File: config.mk
export PLATFORM = sky130hd
export DESIGN_NAME = wav_pcm_stream_parser_top
export DESIGN_NICKNAME = d
export VERILOG_FILES = /design/src/design/wpp_pkg.sv /design/src/design/wpp_parser.sv /design/src/design/wpp_fifo.sv /design/src/design/wav_pcm_stream_parser_top.sv
export SDC_FILE = /design/constraint.sdc
export NUM_CORES = 2
export LEC_CHECK = 0
export BUFFER_PORTS_ARGS = -buffer_cell sky130_fd_sc_hd__buf_2
export CAP_MARGIN = 40
export CELL_PAD_IN_SITES_DETAIL_PLACEMENT = 0
export CELL_PAD_IN_SITES_GLOBAL_PLACEMENT = 2
export CORE_AREA = 2 2 310 343
export CTS_BUF_LIST = sky130_fd_sc_hd__clkbuf_4 sky130_fd_sc_hd__clkbuf_8 sky130_fd_sc_hd__clkbuf_16
export DETAILED_ROUTE_END_ITERATION = 12
export DIE_AREA = 0 0 312 345
export PLACE_DENSITY_LB_ADDON = 0.1
export SLEW_MARGIN = 20
export SYNTH_ARGS = -nofsm -noshare
export SYNTH_HDL_FRONTEND = slang
export SYNTH_SLANG_ARGS = --single-unit
File: constraint.sdc
create_clock -name clk -period 13.97 [get_ports clk]
set_input_delay 1.397 -clock clk [delete_from_list [all_inputs] [get_ports clk]]
set_output_delay 1.397 -clock clk [all_outputs]
set_load 0.02 [all_outputs]
File: src/design/wpp_pkg.sv
package wpp_pkg;

	// Commands on the input channel
	typedef enum logic [1:0] {
		CMD_RESTART = 2'd0,
		CMD_BYTE    = 2'd1,
		CMD_EOF     = 2'd2,
		CMD_NONE    = 2'd3
	} cmd_t;

	// Result kinds
	localparam logic [1:0] KIND_FRAME  = 2'd0;
	localparam logic [1:0] KIND_FORMAT = 2'd1;
	localparam logic [1:0] KIND_ERROR  = 2'd2;
	localparam logic [1:0] KIND_END    = 2'd3;

	// Error codes
	localparam logic [2:0] ERR_NONE      = 3'd0;
	localparam logic [2:0] ERR_BAD_RIFF  = 3'd1;
	localparam logic [2:0] ERR_SHORT_FMT = 3'd2;
	localparam logic [2:0] ERR_NO_FMT    = 3'd3;
	localparam logic [2:0] ERR_NOT_PCM   = 3'd4;
	localparam logic [2:0] ERR_CHANNELS  = 3'd5;
	localparam logic [2:0] ERR_BITS      = 3'd6;
	localparam logic [2:0] ERR_TRUNC     = 3'd7;

	// Chunk tags, little-endian as they arrive
	localparam logic [31:0] TAG_RIFF = 32'h4646_4952;
	localparam logic [31:0] TAG_WAVE = 32'h4556_4157;
	localparam logic [31:0] TAG_FMT  = 32'h2074_6D66;
	localparam logic [31:0] TAG_DATA = 32'h6174_6164;

	localparam logic [15:0] FMT_PCM = 16'd1;
	localparam int unsigned FMT_BODY_BYTES = 16;

	// Result queue depth; one item can post two results
	localparam int unsigned OUT_DEPTH = 4;

	typedef struct packed {
		logic [1:0] command;
		logic [7:0] file_byte;
	} item_t;

	typedef struct packed {
		logic [1:0]  kind;
		logic [2:0]  error_code;
		logic [31:0] rate_hz;
		logic [15:0] sample_bits;
		logic [15:0] source_channels;
		logic [31:0] left_word;
		logic [31:0] right_word;
	} result_t;

	// Results posted by the parser for one item, first then second
	typedef struct packed {
		logic    first_vld;
		logic    second_vld;
		result_t first;
		result_t second;
	} push_t;

	function automatic result_t res_error(input logic [2:0] code);
		result_t r;
		r = '0;
		r.kind = KIND_ERROR;
		r.error_code = code;
		return r;
	endfunction

	function automatic result_t res_format(input logic [31:0] rate, input logic [15:0] bits,
			input logic [15:0] chans);
		result_t r;
		r = '0;
		r.kind = KIND_FORMAT;
		r.rate_hz = rate;
		r.sample_bits = bits;
		r.source_channels = chans;
		return r;
	endfunction

	function automatic result_t res_frame(input logic [31:0] left, input logic [31:0] right);
		result_t r;
		r = '0;
		r.kind = KIND_FRAME;
		r.left_word = left;
		r.right_word = right;
		return r;
	endfunction

	function automatic result_t res_end();
		result_t r;
		r = '0;
		r.kind = KIND_END;
		return r;
	endfunction

endpackage

File: src/design/wpp_parser.sv
module wpp_parser (
	input  logic            clk,
	input  logic            arst_n,
	input  logic            step,
	input  wpp_pkg::item_t  item,
	output wpp_pkg::push_t  push
);

	typedef enum logic [2:0] {
		PH_RIFF,
		PH_HDR,
		PH_FMT,
		PH_SKIP,
		PH_DATA,
		PH_DONE
	} phase_t;

	phase_t       phase_q, phase_d;
	logic [3:0]   cnt_q, cnt_d;
	logic [31:0]  tag_q, tag_d;
	logic [31:0]  len_q, len_d;
	logic [32:0]  skip_q, skip_d;
	logic [15:0]  ftag_q, ftag_d;
	logic [15:0]  chans_q, chans_d;
	logic [31:0]  rate_q, rate_d;
	logic [15:0]  bits_q, bits_d;
	logic         fseen_q, fseen_d;
	logic [31:0]  left_q, left_d;
	logic [47:0]  frame_q, frame_d;
	logic [2:0]   fill_q, fill_d;

	logic [31:0]  byte_sh32;
	logic [15:0]  byte_sh16;
	logic [31:0]  riff_tag;
	logic [31:0]  hdr_tag;
	logic [31:0]  hdr_len;
	logic [32:0]  hdr_skip;
	logic [32:0]  fmt_skip;
	logic [32:0]  skip_dec;
	logic [31:0]  left_dec;
	logic [47:0]  frame_new;
	logic [2:0]   fill_inc;
	logic [2:0]   frame_need;
	logic         frame_done;
	logic [31:0]  left_word;
	logic [31:0]  right_word;
	logic         is24;
	wpp_pkg::push_t push_d;

	// Byte placed in its lane
	assign byte_sh32 = 32'(item.file_byte) << {cnt_q[1:0], 3'b000};
	assign byte_sh16 = 16'(item.file_byte) << {cnt_q[0], 3'b000};

	// Tag and length assembly
	assign riff_tag = ((cnt_q[1:0] == 2'd0) ? 32'd0 : tag_q) | byte_sh32;
	assign hdr_tag  = (cnt_q < 4'd4) ? (tag_q | byte_sh32) : tag_q;
	assign hdr_len  = (cnt_q < 4'd4) ? len_q : (len_q | byte_sh32);

	// Skip lengths: whole chunk plus pad, or fmt extension plus pad
	assign hdr_skip = {1'b0, hdr_len} + 33'(hdr_len[0]);
	assign fmt_skip = {1'b0, len_q} - 33'(wpp_pkg::FMT_BODY_BYTES) + 33'(len_q[0]);
	assign skip_dec = skip_q - 33'd1;
	assign left_dec = left_q - 32'd1;

	// Frame assembly
	always_comb begin
		for (int i = 0; i < 6; i++) begin
			frame_new[8*i +: 8] = (fill_q == 3'(i)) ? item.file_byte : frame_q[8*i +: 8];
		end
	end

	assign is24 = (bits_q == 16'd24);
	assign frame_need = is24 ? ((chans_q == 16'd2) ? 3'd6 : 3'd3)
		: ((chans_q == 16'd2) ? 3'd4 : 3'd2);
	assign fill_inc = fill_q + 3'd1;
	assign frame_done = (fill_inc >= frame_need);
	assign left_word = is24 ? {frame_new[23:0], 8'h00} : {16'h0000, frame_new[15:0]};
	assign right_word = (chans_q != 16'd2) ? left_word
		: (is24 ? {frame_new[47:24], 8'h00} : {16'h0000, frame_new[31:16]});

	// Next state and results for one item
	always_comb begin
		phase_d = phase_q;
		cnt_d   = cnt_q;
		tag_d   = tag_q;
		len_d   = len_q;
		skip_d  = skip_q;
		ftag_d  = ftag_q;
		chans_d = chans_q;
		rate_d  = rate_q;
		bits_d  = bits_q;
		fseen_d = fseen_q;
		left_d  = left_q;
		frame_d = frame_q;
		fill_d  = fill_q;
		push_d  = '0;

		unique case (item.command)
			wpp_pkg::CMD_RESTART: begin
				phase_d = PH_RIFF;
				cnt_d   = '0;
				tag_d   = '0;
				len_d   = '0;
				skip_d  = '0;
				ftag_d  = '0;
				chans_d = '0;
				rate_d  = '0;
				bits_d  = '0;
				fseen_d = 1'b0;
				left_d  = '0;
				frame_d = '0;
				fill_d  = '0;
			end
			wpp_pkg::CMD_EOF: begin
				if (phase_q == PH_DATA) begin
					phase_d = PH_DONE;
					fill_d  = '0;
					frame_d = '0;
					push_d.first_vld = 1'b1;
					push_d.first = wpp_pkg::res_end();
				end else if (phase_q != PH_DONE) begin
					phase_d = PH_DONE;
					push_d.first_vld = 1'b1;
					push_d.first = wpp_pkg::res_error(wpp_pkg::ERR_TRUNC);
				end
			end
			wpp_pkg::CMD_BYTE: begin
				unique case (phase_q)
					PH_RIFF: begin
						tag_d = riff_tag;
						cnt_d = cnt_q + 4'd1;
						if (cnt_q == 4'd3 && riff_tag != wpp_pkg::TAG_RIFF) begin
							phase_d = PH_DONE;
							push_d.first_vld = 1'b1;
							push_d.first = wpp_pkg::res_error(wpp_pkg::ERR_BAD_RIFF);
						end else if (cnt_q == 4'd11) begin
							if (riff_tag != wpp_pkg::TAG_WAVE) begin
								phase_d = PH_DONE;
								push_d.first_vld = 1'b1;
								push_d.first = wpp_pkg::res_error(wpp_pkg::ERR_BAD_RIFF);
							end else begin
								cnt_d   = '0;
								tag_d   = '0;
								len_d   = '0;
								phase_d = PH_HDR;
							end
						end
					end
					PH_HDR: begin
						tag_d = hdr_tag;
						len_d = hdr_len;
						cnt_d = cnt_q + 4'd1;
						if (cnt_q == 4'd7) begin
							cnt_d = '0;
							if (hdr_tag == wpp_pkg::TAG_FMT) begin
								if (hdr_len < 32'(wpp_pkg::FMT_BODY_BYTES)) begin
									phase_d = PH_DONE;
									push_d.first_vld = 1'b1;
									push_d.first = wpp_pkg::res_error(wpp_pkg::ERR_SHORT_FMT);
								end else begin
									ftag_d  = '0;
									chans_d = '0;
									rate_d  = '0;
									bits_d  = '0;
									phase_d = PH_FMT;
								end
							end else if (hdr_tag == wpp_pkg::TAG_DATA) begin
								// Format checks in priority order
								priority if (!fseen_q) begin
									phase_d = PH_DONE;
									push_d.first_vld = 1'b1;
									push_d.first = wpp_pkg::res_error(wpp_pkg::ERR_NO_FMT);
								end else if (ftag_q != wpp_pkg::FMT_PCM) begin
									phase_d = PH_DONE;
									push_d.first_vld = 1'b1;
									push_d.first = wpp_pkg::res_error(wpp_pkg::ERR_NOT_PCM);
								end else if (chans_q != 16'd1 && chans_q != 16'd2) begin
									phase_d = PH_DONE;
									push_d.first_vld = 1'b1;
									push_d.first = wpp_pkg::res_error(wpp_pkg::ERR_CHANNELS);
								end else if (bits_q != 16'd16 && bits_q != 16'd24) begin
									phase_d = PH_DONE;
									push_d.first_vld = 1'b1;
									push_d.first = wpp_pkg::res_error(wpp_pkg::ERR_BITS);
								end else begin
									left_d  = hdr_len;
									frame_d = '0;
									fill_d  = '0;
									phase_d = PH_DATA;
									push_d.first_vld = 1'b1;
									push_d.first = wpp_pkg::res_format(rate_q, bits_q, chans_q);
									// Empty data chunk ends at once
									if (hdr_len == 32'd0) begin
										phase_d = PH_DONE;
										push_d.second_vld = 1'b1;
										push_d.second = wpp_pkg::res_end();
									end
								end
							end else begin
								skip_d  = hdr_skip;
								tag_d   = '0;
								len_d   = '0;
								phase_d = (hdr_skip == 33'd0) ? PH_HDR : PH_SKIP;
							end
						end
					end
					PH_FMT: begin
						unique case (cnt_q)
							4'd0, 4'd1:             ftag_d  = ftag_q | byte_sh16;
							4'd2, 4'd3:             chans_d = chans_q | byte_sh16;
							4'd4, 4'd5, 4'd6, 4'd7: rate_d  = rate_q | byte_sh32;
							4'd14, 4'd15:           bits_d  = bits_q | byte_sh16;
							default:                ;
						endcase
						cnt_d = cnt_q + 4'd1;
						if (cnt_q == 4'd15) begin
							fseen_d = 1'b1;
							skip_d  = fmt_skip;
							cnt_d   = '0;
							tag_d   = '0;
							len_d   = '0;
							phase_d = (fmt_skip == 33'd0) ? PH_HDR : PH_SKIP;
						end
					end
					PH_SKIP: begin
						skip_d = skip_dec;
						if (skip_dec == 33'd0) begin
							cnt_d   = '0;
							tag_d   = '0;
							len_d   = '0;
							phase_d = PH_HDR;
						end
					end
					PH_DATA: begin
						frame_d = frame_new;
						fill_d  = fill_inc;
						left_d  = left_dec;
						if (frame_done) begin
							fill_d  = '0;
							frame_d = '0;
							push_d.first_vld = 1'b1;
							push_d.first = wpp_pkg::res_frame(left_word, right_word);
						end
						if (left_dec == 32'd0) begin
							phase_d = PH_DONE;
							fill_d  = '0;
							if (frame_done) begin
								push_d.second_vld = 1'b1;
								push_d.second = wpp_pkg::res_end();
							end else begin
								push_d.first_vld = 1'b1;
								push_d.first = wpp_pkg::res_end();
							end
						end
					end
					default: ;
				endcase
			end
			default: ;
		endcase
	end

	assign push.first_vld  = step & push_d.first_vld;
	assign push.second_vld = step & push_d.second_vld;
	assign push.first      = push_d.first;
	assign push.second     = push_d.second;

	// Parser state
	always_ff @(posedge clk or negedge arst_n) begin
		if (!arst_n) begin
			phase_q <= PH_RIFF;
			cnt_q   <= '0;
			tag_q   <= '0;
			len_q   <= '0;
			skip_q  <= '0;
			ftag_q  <= '0;
			chans_q <= '0;
			rate_q  <= '0;
			bits_q  <= '0;
			fseen_q <= 1'b0;
			left_q  <= '0;
			frame_q <= '0;
			fill_q  <= '0;
		end else if (step) begin
			phase_q <= phase_d;
			cnt_q   <= cnt_d;
			tag_q   <= tag_d;
			len_q   <= len_d;
			skip_q  <= skip_d;
			ftag_q  <= ftag_d;
			chans_q <= chans_d;
			rate_q  <= rate_d;
			bits_q  <= bits_d;
			fseen_q <= fseen_d;
			left_q  <= left_d;
			frame_q <= frame_d;
			fill_q  <= fill_d;
		end
	end

`ifndef SYNTHESIS
	// Finished parser only leaves on a restart
	a_done_sticky: assert property (@(posedge clk) disable iff (!arst_n)
		(phase_q == PH_DONE && !(step && item.command == wpp_pkg::CMD_RESTART))
		|=> (phase_q == PH_DONE))
		else $error("parser left finished state without restart");

	// A partial frame never holds a whole stereo 24-bit frame
	a_fill_range: assert property (@(posedge clk) disable iff (!arst_n)
		fill_q < 3'd6)
		else $error("frame fill out of range");

	// Second result only rides behind a first
	a_second_after_first: assert property (@(posedge clk) disable iff (!arst_n)
		push.second_vld |-> push.first_vld)
		else $error("second result without first");
`endif

endmodule

File: src/design/wpp_fifo.sv
module wpp_fifo (
	input  logic              clk,
	input  logic              arst_n,
	input  wpp_pkg::push_t    push,
	input  logic              pop,
	output wpp_pkg::result_t  head,
	output logic              not_empty,
	output logic              room2
);

	localparam int unsigned DEPTH = wpp_pkg::OUT_DEPTH;
	localparam int unsigned PTR_W = $clog2(DEPTH);
	localparam int unsigned CNT_W = $clog2(DEPTH + 1);

	wpp_pkg::result_t  mem_q [DEPTH];
	logic [PTR_W-1:0]  wr_ptr_q;
	logic [PTR_W-1:0]  rd_ptr_q;
	logic [CNT_W-1:0]  cnt_q;
	logic [CNT_W-1:0]  n_push;
	logic [PTR_W-1:0]  wr_ptr_nxt;

	assign n_push = CNT_W'(push.first_vld) + CNT_W'(push.second_vld);
	assign wr_ptr_nxt = PTR_W'(wr_ptr_q + 1'b1);

	assign head      = mem_q[rd_ptr_q];
	assign not_empty = (cnt_q != '0);
	assign room2     = (cnt_q <= CNT_W'(DEPTH - 2));

	// Storage: up to two writes per cycle at consecutive slots
	always_ff @(posedge clk) begin
		if (push.first_vld) begin
			mem_q[wr_ptr_q] <= push.first;
		end
		if (push.second_vld) begin
			mem_q[wr_ptr_nxt] <= push.second;
		end
	end

	// Pointers and fill count
	always_ff @(posedge clk or negedge arst_n) begin
		if (!arst_n) begin
			wr_ptr_q <= '0;
			rd_ptr_q <= '0;
			cnt_q    <= '0;
		end else begin
			wr_ptr_q <= PTR_W'(wr_ptr_q + n_push);
			if (pop) begin
				rd_ptr_q <= PTR_W'(rd_ptr_q + 1'b1);
			end
			cnt_q <= cnt_q + n_push - CNT_W'(pop);
		end
	end

`ifndef SYNTHESIS
	// Writes only land in free slots
	a_no_overflow: assert property (@(posedge clk) disable iff (!arst_n)
		(push.first_vld || push.second_vld) |-> (cnt_q <= CNT_W'(DEPTH - 2)))
		else $error("result queue overflow");

	// Reads only from a filled queue
	a_no_underflow: assert property (@(posedge clk) disable iff (!arst_n)
		pop |-> not_empty)
		else $error("result queue underflow");

	// Fill count stays within the queue depth
	a_cnt_range: assert property (@(posedge clk) disable iff (!arst_n)
		cnt_q <= CNT_W'(DEPTH))
		else $error("result queue count out of range");
`endif

endmodule

File: src/design/wav_pcm_stream_parser_top.sv
// WAV PCM stream parser. Takes a WAV file one byte per transfer (command 1),
// with command 0 to restart for a new file and command 2 to mark end of file.
// It checks the RIFF/WAVE header, walks the chunks, reads the fmt chunk and at
// the data chunk reports either the format or an error, then emits one stereo
// frame per source frame (mono is copied to both sides; 24-bit samples come out
// MSB-justified in 32 bits). An item is accepted every cycle unless the block stalls: the input
// register feeds the parser, whose update posts up to two results into a
// four-entry result queue. Input stalls only while that queue has fewer than
// two free entries, so with the output side draining every cycle the block
// sustains one byte per cycle; a result passes through the input register and
// the result queue on its way out. Results drain one per transfer in order.
module wav_pcm_stream_parser_top (
	input  logic              clk,
	input  logic              arst_n,
	input  logic              item_valid,
	output logic              item_stall,
	input  wpp_pkg::item_t    item,
	output logic              result_valid,
	input  logic              result_stall,
	output wpp_pkg::result_t  result
);

	logic            valid_s1;
	wpp_pkg::item_t  item_s1;
	logic            room2;
	logic            step;
	logic            pop;
	wpp_pkg::push_t  push;

	assign step       = valid_s1 & room2;
	assign item_stall = valid_s1 & ~room2;
	assign pop        = result_valid & ~result_stall;

	// Input register
	always_ff @(posedge clk or negedge arst_n) begin
		if (!arst_n) begin
			valid_s1 <= 1'b0;
		end else if (!item_stall) begin
			valid_s1 <= item_valid;
		end
	end

	always_ff @(posedge clk) begin
		if (!item_stall && item_valid) begin
			item_s1 <= item;
		end
	end

	wpp_parser u_parser (
		.clk    (clk),
		.arst_n (arst_n),
		.step   (step),
		.item   (item_s1),
		.push   (push)
	);

	wpp_fifo u_fifo (
		.clk       (clk),
		.arst_n    (arst_n),
		.push      (push),
		.pop       (pop),
		.head      (result),
		.not_empty (result_valid),
		.room2     (room2)
	);

endmodule

; After elaboration in Yosys (flattened, before gate mapping)
; Memories as Yosys holds them, arrays and structs flattened.
; Cells that the tools add are included.
[word_totals]
reg_bits = 286
latchBits = 0
ram_bits = 532
mem_bits_ro = 0
inputBits = 14
word_cells = 321
memories = 1
[classes]
add_sub_neg = 13
n_mul = 0
div = 0
n_lt_le_gt_ge = 4
eq_ne = 63
shifts = 2
n_mux = 171
n_bitwise = 14
reduce_logical = 34
[mem_list]
columns = name, depth, width, rd, rd_ports_with_merged_regs, write_ports, line
row1 = u_fifo.mem_q, 4, 133, 1, 0, 2, wpp_fifo.sv:15  ; wpp_pkg::result_t mem_q [DEPTH];
[op_table]
columns = operator, count
row1 = 133-bit two-way mux, 20
row2 = 32-bit two-way mux, 31
row3 = 268-bit two-way mux, 3
row4 = 133-bit case mux with 2 select lines, 2
row5 = 48-bit two-way mux, 9
row6 = 133-bit case mux with 3 select lines, 1
row7 = 32-bit case mux with 2 select lines, 6
row8 = 32-bit case mux with 4 select lines, 2
row9 = 16-bit case mux with 2 select lines, 6
row10 = 48-bit case mux with 3 select lines, 1
row11 = 33-bit two-way mux, 4
row12 = 32-bit bitwise OR, 4
row13 = 33-bit zero test, 3
row14 = 33-bit case mux with 3 select lines, 1
row15 = 16-bit two-way mux, 6
row16 = 48-bit case mux with 2 select lines, 1
row17 = 3-bit two-way mux, 29
row18 = 33-bit case mux with 2 select lines, 1
row19 = 32-bit zero test, 2
row20 = 64-bit two-way mux, 1
row21 = "32-bit by 31-bit != test with 1-bit output, second input constant", 2
row22 = 8-bit two-way mux, 6
row23 = 16-bit bitwise OR, 3
row24 = "3-bit != test, second input constant", 15
row25 = other kinds (70), 142

; Longest topological paths before layout
[depth]
depth_word = 18
depth_mapped = 21
ltp_nobuf = 20

; Cells and area by module
; From an unflattened synthesis, not the netlist that was laid out.
[hier_totals]
hier_cells = 3843
hier_area_um2 = 46299.4
[by_module_without_submodules]
columns = module, n_inst, cells_per_inst, area_each_um2, seq_area_each_um2
row1 = wpp_fifo, 1, 1325, 25906.1, 16150.5
row2 = wpp_parser, 1, 2501, 20023.0, 6706.4
row3 = wav_pcm_stream_parser_top, 1, 17, 370.4, 325.3

; Worst setup path before layout
; OpenSTA, ideal clock, no wires.
[synth_timing]
kind = flip-flop to flip-flop
start = reg u_parser.chans_q[15]
end = reg u_fifo.cnt_q[2]
setup_time_ns = 0.123
arrival_ns = 4.669
setup_slack_ns = 9.179
stages_incl_launch_ff = 20
path_buffers = 2
cell_sequence = dfrtp_1 nor4_1 nand4_1 nor3b_1 inv_1 clkbuf_1 buf_1 a21oi_1 ha_1 a21oi_1 nor2b_1 nor2_1 nor2_1 a41o_1 o31ai_1 nand2_1 ha_1 ha_1 fa_1 xnor2_1
[synth_between]
elab_chain_cells = 14
word_cells_on_any_way = 26
classes_between = add/sub: 3 / order compare: 1 / eq/ne: 3 / mux: 16 / bitwise: 2 / reduce/logical: 1
[synth_lines]
columns = item, line
row1 = start: declaration, wpp_parser.sv:24  ; logic [15:0] chans_q, chans_d;
row2 = start signal: assignment, wpp_parser.sv:291  ; chans_q <= chans_d;
row3 = branches (longest 11 deep; another with 3-bit greater-or-equal comparator), --
row4 = 1-bit by 1-bit adder with 2-bit output (*), wpp_fifo.sv:22  ; assign n_push = CNT_W'(push.first_vld) + CNT_W'(push.second_vld);
row5 = 3-bit adder (*), wpp_fifo.sv:50  ; cnt_q <= cnt_q + n_push - CNT_W'(pop);
row6 = 3-bit by 1-bit subtractor with 3-bit output (*), wpp_fifo.sv:50
row7 = end signal: assignment, wpp_fifo.sv:50
row8 = end: declaration, wpp_fifo.sv:18  ; logic [CNT_W-1:0] cnt_q;
; Every way passes the cells marked *.
; A chain may end at the register's enable or synchronous reset.

==> results.ini <==
[clock_tree]
cts_tree = yes
cts_buffers = 93
clk_latency_ns = 0.69
cts_root_buffer = clkbuf_16
cts_sinks = 818
clock_path_buffers = 3
clk_pin_slew_ns = 0.06
postCtsSetupBuffers = 0
h-tree-depth = 3
cts_resized = 0
cts_hold_buf = 0

[setup_path]
worstPathMaxFanout = 69
cp_slowest_cell = or4_1
setup.worst_path.class = register to register
timing.rr.end = u_fifo.mem_q[0][123]$_SDFFE_PP0P_
max_stage_delay_ns = 0.79
cp_cell_sequence = buf_4 -> inv_1 -> ha_1 -> inv_1 -> a22oi_1 -> nor4b_1 -> nand2_1 -> nand2_1 -> a21oi_2 -> or4_1 -> nand3b_4 -> buf_4 -> buf_4 -> buf_16 -> mux2i_1 -> nor2_1
required_ns = 14.50
cp.arrival_ns = 7.28
path_common_cell = buf_4
startpoint = u_parser.cnt_q[1]$_DFFE_PN0P_
r2r_setup_slack_ns = 7.23
crit_path_start_kind = register
cp-end-kind = register
reg2regPathDepth = 16
reg2reg_from = u_parser.cnt_q[1]$_DFFE_PN0P_

[layout]
nNetsFinal = 4339
final_cells = 5770
area_growth_pct = 13.1
utilization_pct = 44.8
drive_above_1_share_pct = 15.0
diodes = 0
final_area_um2 = 46800

[grt]
grt_start_max_net_pins = 147
grt-ovfl-total = 0
grt_pass1_vias = 32200
grt_pass1_wl_um = 217000
antenna_found_initial = 1
grt.total_usage_pct = 26.1

[die]
io_pins = 149
start_util_pct = 39.6
coreArea_um2 = 104000
die_x_um = 312
die_h_um = 345
rows = 125
dieArea_um2 = 108000

[logic_synthesis]
yosysTopAreaCell = dfxtp_1
synth_top_area_share_pct = 25.3
ys_warn_count = 0
synthFlopType = dfxtp_1
synth_async_sr_flop_share_pct = 33.7
synthesis.area_um2 = 41400
synth_cells = 4272
ys_seq_elements = 818
ys_types = 103
syn_nets = 4316
syn_area_per_cell_um2 = 9.69
synth_edf_count = 18
synth_area_leaders = dfxtp_1, dfrtp_1, mux2i_1, mux4_2, nor2_1
synth_seq_area_share_pct = 43.3

[pwr]
p_per_area_nw_per_um2 = 169
leakage_uw = 0.0217
irDropWorstVdd_uv = 142

[sta]
final-hold-violation-count = 0
drv_slew = 0
slew_headroom_pct = 36.6
rsz0062_at_grt = no
setup_violations = 0
worst_pin_slew_ns = 0.951
min_period_ns = 6.74
fmax_mhz = 148
skew_ns = 0.0334
finalCritPeriodShare_pct = 48.3
holdWs_ns = 0.454
final.setup.tns_ns = 0

[placed_design]
numPortBuffers = 148
dp.cells = 5592
dpl_cell_area_um2 = 43500
dpl.hpwl_um = 97800
gp_congestion = 0.922

[route]
drt_iter0_markers = 2635
viasPerCell = 5.72
wl_per_cell_um = 24.8
wirelength_um = 143000
route.detailed.drc = 0
dr.pass1.iters = 5
ant_nets = 0
route.vias.total = 33000

[min_path]
hold_end = u_fifo.mem_q[3][88]$_SDFFE_PP0P_
hold_path.startpoint = u_fifo.mem_q[3][88]$_SDFFE_PP0P_
hp-class = register to register
hold_depth = 1

[flow_run]
maxCapViolCount = 0

[run_status]
status = complete, no violations

[per-layer routing]
metal  track usage (%)  routed length, um  share of wire (%)  up-vias
li1                  -                  -                  -    15500
met1              36.1              65600                 46    16500
met2              42.0              66700                 47      829
met3              3.00               5810                4.1      233
met4              9.64               5200                3.6        0
met5                 0                  0                  0        -
[how the worst max path moves through the flow]
stage | slack [ns] | endpoint | cells past startpoint
2_1_floorplan | 9.18 | u_fifo.cnt_q[2]$_DFF_PN0_ | 19
3_3_place_gp | 7.14 | u_fifo.mem_q[0][114]$_SDFFE_PP0P_ | 15
3_5_place_dp | 7.22 | u_fifo.mem_q[0][123]$_SDFFE_PP0P_ | 16
4_1_cts | 7.20 | u_fifo.mem_q[0][123]$_SDFFE_PP0P_ | 16
5_1_grt | 6.78 | u_fifo.mem_q[0][102]$_SDFFE_PP0P_ | 16
6_report | 7.23 | u_fifo.mem_q[0][123]$_SDFFE_PP0P_ | 16
[cell families (layout without fill, tap and decap cells)]
kind of cell / Yosys count / count (layout) / synth area share (%)
and+or+nand+nor: 1579 / 1579 / 18.5
muxes: 579 / 579 / 18.1
DFF: 818 / 818 / 43.3
buffers and inverters: 398 / 499 / 4.63
AOI/OAI and AO/OA: 771 / 771 / 12.5
adders and majority gates: 31 / 31 / 0.949
xor gates and xnor gates: 96 / 96 / 2.03
[power breakdown]
| part | switching (uW) | total, uW | internal, uW | leakage [uW] |
|---|---|---|---|---|
| registers | 211 | 2690 | 2480 | 0.00818 |
| clock network | 1040 | 2610 | 1570 | 0.00166 |
| logic | 1770 | 2600 | 829 | 0.0118 |
[synthesized netlist by cell type, drive strengths merged, types with 9 or more instances]
master,count
o22ai,21
mux2,11
a21o,20
a22oi,11
or3,23
nand3b,9
nor2,675
a21oi,128
nand2,261
and3b,9
nor3,85
a31oi,79
or2,13
inv,57
dfrtp,276
xor2,38
nand3,64
clkbuf,212
ha,29
xnor2,58
buf,127
nand2b,19
nor4b,11
o2bb2ai,32
mux2i,435
nor4,73
o21ai,190
nand4,41
nor3b,19
a41oi,19
o211ai,37
nand4b,10
a32o,36
or4,22
mux4,133
nor2b,64
and3,60
edfxtp,18
and2,109
o31ai,60
dfxtp,524
a211oi,64
[final cells by class]
type	instances	area, um2
timing repair buffer	267	1870
inverter	59	221
tap	1397	1750
fill	10200	57700
multi-input combinational	3056	21700
clock inverter	28	409
sequential	818	17900
clock buffer	145	2910
[placed cells by master (no fill, tap or decap), types with 17 or more instances in the layout]
master,Yosys,routed
o211ai_1,37,37
nand2_1,259,258
clkbuf_4,0,27
a211oi_1,62,62
or3_1,23,23
xor2_1,38,38
inv_1,57,57
nor3_1,79,78
ha_1,29,28
nor3b_1,17,17
a41oi_1,19,19
nand3_1,63,63
nand2b_1,19,19
or4_1,22,22
xnor2_1,58,58
buf_2,47,156
o21ai_0,186,186
edfxtp_1,18,18
a32o_1,36,36
o22ai_1,21,21
buf_4,21,89
nor2b_1,64,64
a21o_1,20,20
a21oi_1,124,121
mux2i_1,435,435
mux4_2,133,133
nand4_1,41,41
dfrtp_1,276,271
and3_1,60,60
o2bb2ai_1,32,32
o31ai_1,59,59
nor2_1,673,671
dfxtp_1,524,524
and2_1,108,106
nor4_1,66,65
a31oi_1,78,78
clkbuf_8,0,22
clkbuf_16,0,96
[critical path: cells and delay by family (launching register included)]
kind / cells / cell delay [ns]
mux: 1 / 0.25
fa+ha+maj: 1 / 0.49
compound gates: 2 / 0.37
flops: 1 / 0.33
buf+inv: 6 / 3.03
simple gates: 6 / 2.02
[state kept, by name (all words and copies together) (netlist names), 2 cells and up]
| register | count |
|---|---|
| u_fifo.mem_q | 532 |
| u_parser.frame_q | 48 |
| u_parser.skip_q | 33 |
| u_parser.left_q | 32 |
| u_parser.len_q | 32 |
| u_parser.rate_q | 32 |
| u_parser.tag_q | 32 |
| u_parser.bits_q | 16 |
| u_parser.chans_q | 16 |
| u_parser.ftag_q | 16 |
| item_s1 | 10 |
| u_parser.cnt_q | 4 |
| u_fifo.cnt_q | 3 |
| u_parser.fill_q | 3 |
| u_parser.phase_q | 3 |
| u_fifo.rd_ptr_q | 2 |
| u_fifo.wr_ptr_q | 2 |
[per-stage QoR]
| step | setup slack [ns] | power, uW |
|---|---|---|
| 2_1_floorplan | 9.18 | 4460 |
| 3_3_place_gp | 7.14 | 5300 |
| 3_5_place_dp | 7.22 | 5320 |
| 4_1_cts | 7.20 | 7960 |
| 5_1_grt | 6.78 | 8310 |
| 6_report | 7.23 | 7900 |
Note: power is estimated with default switching activity, not from simulation.
